[config.mk]
export PLATFORM = sky130hd
export DESIGN_NAME = pva_cordic_cell
export DESIGN_NICKNAME = d
export VERILOG_FILES = /design/src/rtl/core/pva_pkg.sv /design/src/rtl/core/pva_cordic_cell.sv
export SDC_FILE = /design/constraint.sdc
export NUM_CORES = 1
export LEC_CHECK = 0
export BUFFER_PORTS_ARGS = -buffer_cell sky130_fd_sc_hd__buf_2
export CAP_MARGIN = 15
export CORE_MARGIN = 3
export CORE_UTILIZATION = 55
export DETAILED_ROUTE_END_ITERATION = 8
export PLACE_DENSITY_LB_ADDON = 0.25
export SYNTH_ARGS = -nofsm -noshare
export SYNTH_HDL_FRONTEND = slang
export SYNTH_SLANG_ARGS = --single-unit
[constraint.sdc]
create_clock -name clock -period 7.1 [get_ports clock]
set_input_delay 0 -clock clock [delete_from_list [all_inputs] [get_ports clock]]
set_output_delay 0 -clock clock [all_outputs]
set_load 0.005 [all_outputs]
[src/rtl/core/pva_pkg.sv]
// pva_pkg: shared constants, types and the arctangent table of the phase vocoder analysis bin
// depends on nothing; used by every module in rtl/core
package pva_pkg;

   localparam int BINS          = 513;
   localparam int STAGES        = 24;
   localparam int BIN_W         = 10;
   localparam int ADDR_W        = 10;
   localparam int ANG_W         = 24;
   localparam int XY_W          = 34;
   localparam int IN_SCALE      = 6;
   localparam int FREQ_W        = 25;
   localparam logic [31:0] GAIN_INV = 32'd2608131496;

   localparam logic [1:0] CSR_FREQ_STEP  = 2'd0;
   localparam logic [1:0] CSR_PHASE_STEP = 2'd1;
   localparam logic [1:0] CSR_HZ_RATE    = 2'd2;

   typedef struct packed {
      logic              vld;
      logic              zero;
      logic signed [XY_W-1:0] x;
      logic signed [XY_W-1:0] y;
      logic [ANG_W-1:0]  z;
      logic [BIN_W-1:0]  idx;
   } cell_type;

   function automatic logic [ANG_W-1:0] atan_entry(input int i);
      logic [ANG_W-1:0] r;
      case (i)
         0: r = 24'd2097152;  1: r = 24'd1238021; 2: r = 24'd654136; 3: r = 24'd332050;
         4: r = 24'd166669;   5: r = 24'd83416;   6: r = 24'd41718;  7: r = 24'd20860;
         8: r = 24'd10430;    9: r = 24'd5215;   10: r = 24'd2608;  11: r = 24'd1304;
         12: r = 24'd652;    13: r = 24'd326;    14: r = 24'd163;   15: r = 24'd81;
         16: r = 24'd41;     17: r = 24'd20;     18: r = 24'd10;    19: r = 24'd5;
         20: r = 24'd3;      21: r = 24'd1;      22: r = 24'd1;
         default: r = '0;
      endcase
      return r;
   endfunction

endpackage

[src/rtl/core/pva_cordic_cell.sv]
// pva_cordic_cell: one vectoring rotation of the cordic chain, registered
// depends on pva_pkg
module pva_cordic_cell (
   input  logic               clock,
   input  logic               reset,
   input  logic               en,
   input  logic [4:0]         shift,
   input  pva_pkg::cell_type  cell_in,
   output pva_pkg::cell_type  cell_out
);

   pva_pkg::cell_type cell_ff, cell_in_nx;
   logic [pva_pkg::ANG_W-1:0] atan_val;

   // shift is tied to a constant per cell, so the table lookup folds away
   assign atan_val = pva_pkg::atan_entry(int'(shift));

   always_comb begin
      cell_in_nx = cell_in;
      if (cell_in.y < 0) begin
         cell_in_nx.x = cell_in.x - (cell_in.y >>> shift);
         cell_in_nx.y = cell_in.y + (cell_in.x >>> shift);
         cell_in_nx.z = cell_in.z - atan_val;
      end else begin
         cell_in_nx.x = cell_in.x + (cell_in.y >>> shift);
         cell_in_nx.y = cell_in.y - (cell_in.x >>> shift);
         cell_in_nx.z = cell_in.z + atan_val;
      end
   end

   always_ff @(posedge clock) begin
      if (reset) begin
         cell_ff.vld <= 1'b0;
      end else if (en) begin
         cell_ff <= cell_in_nx;
      end
   end

   assign cell_out = cell_ff;

endmodule

==> impl_metrics.toml, run 1 <==
[run_status]
status = "completed"

[setup_path]
crit_buf_inv = 2
worstSetupStartpointType = "primary input"
cp-end-kind = "flop"
crit_end = "cell_out[101]"
worst_path_max_delay_cell = "nor4_2"
r2r-end = "cell_out[103]"
crit_family = "simple AND/OR/NAND/NOR gates"
r2r_slack_ns = 5.93
reg2reg_from = "cell_out[103]"
ff2ff_path_depth = 3
critPathMaxStageDelay_ns = 0.69
path_class = "in -> reg"
worst-path-stages = 20
critPathLaunch = "shift[0]"
cp.required_ns = 7.23
worstPathArrival_ns = 6.50
path_max_fanout = 77
cp_cell_sequence = "buf_6, buf_4, mux2i_1, mux2i_1, o211a_1, nor4_2, nand3_1, nor4_2, nor2_1, xor2_1, ha_1, nand4_1, o221ai_1, a41oi_1, o21ai_0, nand4_1, and4b_1, o31ai_1, a31oi_1, xnor2_1"

[detailed_routing]
drtIter0Drc = 1625
wl_per_cell_um = 23.5
post_drt_via_cell_ratio = 6.77
drt-pass1-iter-count = 6
vias = 14500
final_antenna_net_count = 0
wl_um = 50500
drc = 0

[clock_tree]
cts-htree-levels = 3
clk_pin_slew_ns = 0.09
clockBufferDepth = 2
clockRootBuffer = "clkbuf_16"
cts_tree = "yes"
post_cts_buffers = 0
clock_sinks = 104
cts_resized = 0
cts_buffers = 9
clk_latency_ns = 0.37

[synthesis]
post-synth-top-count-cell = "nor2_1"
ys_async_sr_fraction_pct = 0
yosysUniqueCellTypes = 90
syn_area_um2 = 14800
synth_edf_count = 103
syn_area_per_cell_um2 = 9.12
synthTopCellsByCount = "nor2_1, a21oi_1, nand2_1"
syn_nets = 1839
ys_ff_latch = 104
ys_seq_area_share_pct = 21.0
yosys.area.top_type = "edfxtp_1"
yosysWarningCount = 0
netlist.area_leader.share_pct = 20.9
synthTopCellsByArea = "edfxtp_1, mux4_2, ha_1, xnor2_1, a21oi_1"
ys.flop_type = "edfxtp_1"
postSynthCellCount = 1626

[timing]
setup_viol = 0
fin_hold_ws_ns = 0.00999
fmax_mhz = 157
setup_ws_ns = 0.735
setup-tns-final_ns = 0
hold_viol = 0
rsz0062_at_grt = "no"
fin_crit_ns = 6.37
finalCritPeriodShare_pct = 89.7
relSlewSlack_pct = 33.0
worst_pin_slew_ns = 0.995
report.final.slew_viol_count = 0
fin_skew_ns = 0

[global_routing]
grt_use_total_pct = 33.9
grt_overflow = 0
grt_max_degree = 78
antenna_found_initial = 2
grt_pass1_vias = 13900
grt_pass1_wl_um = 77800

[final_layout]
drive_above_1_share_pct = 22.4
fin_nets = 2022
syn_to_final_growth_pct = 11.0
fin_area_um2 = 16500
largest_reg_flops = 104

[floorplan]
rows = 59
io_pins = 216
die_w_um = 170
start_util_pct = 56.4
core_area_um2 = 26300
dieArea_um2 = 29000
fp.dieH_um = 170

[min_path]
hp-class = "in -> reg"

[place]
post-place-ws_ns = 0.504
dp_hpwl_um = 38300
numPortBuffers = 215
gp_congestion = 1.06
post_dp_cell_area_um2 = 16000

[power_and_ir_drop]
total_leakage_power_nw = 6.78
ir_drop_mv = 0.145
cellPowerDensity_nw_per_um2 = 185
power.total_mw = 3.04

[run]
cap_viol_max_count = 0
==> timing repair <==
action	in CTS	in global routing
hold endpoints to repair	13	0
hold buffers	14	0
setup endpoints to repair	0	0
==> cell type report <==
cell class	count	area [um2]
Antenna cell	1	2.50
Clock buffer	9	225
Clock inverter	7	61.3
Fill cell	2277	9820
Inverter	47	176
Multi-Input combinational cell	1375	10900
Sequential cell	104	3110
Tap cell	335	419
Timing Repair Buffer	272	1560
==> worst min-delay path, stage by stage <==
cell and delay (ns):
buf_2 0.09, xor2_1 0.07, xnor2_1 0.12
==> routing by layer <==
metal	global-route usage, %	routed length, um
met2	54.5	22800
met1	45.3	20200
met5	0	0
met3	7.15	5600
met4	12.4	1870
==> kinds of logic (layout without fill, tap and decap cells) <==
family / Yosys count / after routing / synth area share [%]
multiplexers: 178 / 178 / 19.7
adder cells (fa/ha/maj): 101 / 101 / 8.67
AO/OA/AOI/OAI: 465 / 465 / 20.4
other: 0 / 1 / 0
AND/OR/NAND/NOR: 483 / 483 / 15.8
flip-flops: 104 / 104 / 21.0
buffers and inverters: 147 / 335 / 5.58
XOR/XNOR: 148 / 148 / 8.74
==> where the power goes <==
group          internal (mW)  leakage [nW]  switching (mW)
Combinational          0.700          5.66           0.963
Clock                  0.247         0.140           0.280
Sequential             0.835         0.976          0.0198
==> placed cells by master, fill, tap and decap left out, drive strengths merged, types with 10 or more instances in the layout <==
cell type    instances
mux4                83
a21oi              129
o21ai               79
o31ai               10
xor2                59
a21o                35
nor2               158
nor4                14
a31oi               41
dlygate4sd3         14
nand2              122
xnor2               89
inv                 50
nor2b               16
and3                18
o21bai              13
nor3                28
mux2                36
mux2i               59
nand4               14
buf                258
nand2b              16
or2                 11
ha                  98
a211oi              25
o22ai               19
o21a                16
edfxtp             103
nand3               37
o211ai              11
and2                18
==> how the worst min path moves through the flow <==
stage,from,slack [ns],endpoint,cells past startpoint
final,cell_in[33],0.01,cell_out[33],3
after global routing,cell_in[33],0.03,cell_out[33],3
after CTS,cell_in[33],0.008,cell_out[33],3
after detailed placement,cell_in[4],0.18,cell_out[4],1
after global placement,cell_in[102],0.18,cell_out[102],1
after floorplan,reset,0.07,cell_out[103],1
==> metrics by stage <==
stage          utilization [%]  std cells
2_1_floorplan                -       1626
3_3_place_gp              61.0       2119
3_5_place_dp              61.0       2119
4_1_cts                   62.6       2149
5_1_grt                   62.6       2150
6_report                  62.6       2150
Note: power is estimated with default switching activity, not from simulation.
==> run 2: changes to the inputs <==
--- a/config.mk
+++ b/config.mk
@@ -5,11 +5,11 @@
 export SDC_FILE = /design/constraint.sdc
 export NUM_CORES = 1
 export LEC_CHECK = 0
-export BUFFER_PORTS_ARGS = -buffer_cell sky130_fd_sc_hd__buf_2
 export CAP_MARGIN = 15
 export CORE_MARGIN = 3
 export CORE_UTILIZATION = 55
 export DETAILED_ROUTE_END_ITERATION = 8
+export DONT_BUFFER_PORTS = 1
 export PLACE_DENSITY_LB_ADDON = 0.25
 export SYNTH_ARGS = -nofsm -noshare
 export SYNTH_HDL_FRONTEND = slang
==> constraint.sdc (replaced) <==
create_clock -name clock -period 5.35 [get_ports clock]
set_input_delay 0 -clock clock [delete_from_list [all_inputs] [get_ports clock]]
set_output_delay 0 -clock clock [all_outputs]
set_load 0.005 [all_outputs]
==> run 2 against run 1 <==
  * Critical path type unchanged
  * Combinational power rose by 25%
  * Largest power group unchanged
  * First-iteration DRC count increased by 2.8%
  * Sequential share of layout area is 0.20 points higher
  * Wire length increased by 0.34%
  * Worst hold slack improved by 0.0090 ns
  * Sequential power up 37%
  * Non-clock buffer count fell by 98
  * Clock-buffer cell count stayed put
  * Clock skew unchanged
  * Total power grew 30%
==> impl_metrics.toml, run 2 (synthesis results as in run 1) <==
[setup_path]
cp_cell_sequence = "mux4_1, mux2_2, a221o_1, nor2_1, nand4_1, buf_4, nor2_1, a31oi_1, xor2_1, ha_1, nand3_1, nor2_1, o311a_1, nor2_1, buf_4, or4_1, a31oi_1, o41ai_1, buf_4, o31ai_1, buf_4, nor2_1, xnor2_1"
cp-end-kind = "flop"
crit_buf_inv = 4
worst_path_max_delay_cell = "mux4_1"
path_max_fanout = 126
cp.required_ns = 5.47
path_class = "in -> reg"
critPathMaxStageDelay_ns = 0.61
worstPathArrival_ns = 5.18
crit_family = "compound AO/OA/AOI/OAI gates"
worstSetupStartpointType = "primary input"
reg2reg_from = "cell_out[103]"
cp_common_cell = "nor2_1"
ff2ff_path_depth = 3
r2r-end = "cell_out[103]"
r2r_slack_ns = 4.18

[timing]
setup_ws_ns = 0.290
relSlewSlack_pct = 33.1
setup-tns-final_ns = 0
setup_viol = 0
hold_viol = 0
finalCritPeriodShare_pct = 94.6
fin_crit_ns = 5.06
rsz0062_at_grt = "no"
fmax_mhz = 198
report.final.slew_viol_count = 0
fin_skew_ns = 0
worst_pin_slew_ns = 0.993

[detailed_routing]
final_antenna_net_count = 0
post_drt_via_cell_ratio = 6.78
drc = 0
wl_per_cell_um = 24.7
drtIter0Drc = 1670
vias = 13900
wl_um = 50700
drt-pass1-iter-count = 6

[final_layout]
syn_to_final_growth_pct = 9.78
regArea_um2 = 3110
diodes = 0
largest_reg_flops = 104
fin_nets = 1924
final_cell_mix = "nor2_1, buf_4, a21oi_1"
multiInputGateArea_um2 = 10900
final_common_cell = "nor2_1"
fillers = 2276
drive_above_1_share_pct = 17.5

[power_and_ir_drop]
p_sw_share_pct = 39.0
ir_drop_mv = 0.180
p_comb_share_pct = 52.6
cellPowerDensity_nw_per_um2 = 243
clockPowerShare_pct = 17.8
pwr-share-seq_pct = 29.7
switchingPower_mw = 1.55
internal_power_mw = 2.42
total_leakage_power_nw = 6.50

[floorplan]
rows = 59
io_pins = 216
core_area_um2 = 26300
fp.dieH_um = 170
start_util_pct = 56.4
die_w_um = 170
dieArea_um2 = 29000

[run_status]
status = "completed"

[clock_tree]
cts_tree = "yes"
clockBufferDepth = 2
clk_pin_slew_ns = 0.08
post_cts_buffers = 0
hold_buffers = 22
cts_buffers = 9
cts_resized = 0
clk_latency_ns = 0.37
clock_sinks = 104
cts-htree-levels = 3
clockRootBuffer = "clkbuf_16"

[place]
dp_hpwl_um = 38200
numPortBuffers = 0
post-place-ws_ns = -0.00948
gp_congestion = 0.979

[global_routing]
grt_pass1_vias = 13300
grt_use_total_pct = 34.3
grt_max_degree = 127
grt_overflow = 0
grt_pass1_wl_um = 77800
antenna_found_initial = 0

[run]
cap_viol_max_count = 0

[min_path]
hp-class = "in -> reg"
hold-path-endpoint = "cell_out[95]"
min-delay-start = "cell_in[95]"
min_path_cells = 2
-- run 2: cell types whose count changed in the layout (fill, tap and decap cells not counted), moves of 2 or more --
cell and delta:
buf_2 -213, clkinv_4 +2, buf_4 +107, dlygate4sd3_1 +8
-- run 2: through the flow --
stage          cells  hold WS, ns  power (mW)  cell area (um2)  util [%]
2_1_floorplan   1626       0.0724        2.69            14800         -
3_3_place_gp    2013       0.0750        3.19            15800      60.0
3_5_place_dp    2013       0.0795        3.22            15800      60.0
4_1_cts         2051       0.0130        3.94            16300      62.0
5_1_grt         2051       0.0285        4.21            16300      62.0
6_report        2051       0.0190        3.96            16300      62.0
-- run 2: per-layer routing --
| metal | global-route usage (%) | wire [um] | part of all wire, % | vias to the layer above |
|---|---|---|---|---|
| met5 | 0 | 0 | 0 | - |
| met4 | 9.14 | 1400 | 2.8 | 0 |
| met3 | 7.15 | 4910 | 9.7 | 94 |
| met2 | 56.1 | 23700 | 47 | 728 |
| met1 | 46.5 | 20700 | 41 | 6685 |
| li1 | - | - | - | 6405 |
-- run 2: layout make-up --
type / count / area share, %
multi-input cells: 1375 / 66.9
flip-flops and latches: 104 / 19.1
repair buffers: 174 / 8.51
well taps: 335 / 2.57
clock buffers: 9 / 1.38
inverters: 47 / 1.08
clock inverters: 7 / 0.384
-- run 2: worst max path at each step --
stage / from / endpoint / slack, ns / depth (start not counted)
floorplan: shift[0] / cell_out[66] / 0.03 / 26
global placement: shift[0] / cell_out[98] / 0.05 / 23
detailed placement: shift[0] / cell_out[98] / -0.009 / 23
CTS: shift[0] / cell_out[98] / 0.38 / 23
global route: shift[0] / cell_out[66] / 0.02 / 22
finish: shift[0] / cell_out[98] / 0.29 / 23
-- run 2: worst reg2reg max path: stages, from the launching register on --
cell,delay (ns)
dfxtp_1,0.33
mux2i_1,0.12
nor2_1,0.05
dlygate4sd3_1,0.56
-- run 2: power by group through the flow --
stage,clock network [mW],logic [mW],registers [mW]
after floorplan,0,1.51,1.18
final,0.705,2.08,1.17
after global routing,0.736,2.28,1.19
after CTS,0.708,2.05,1.18
after detailed placement,0,2.02,1.20
after global placement,0,1.99,1.20
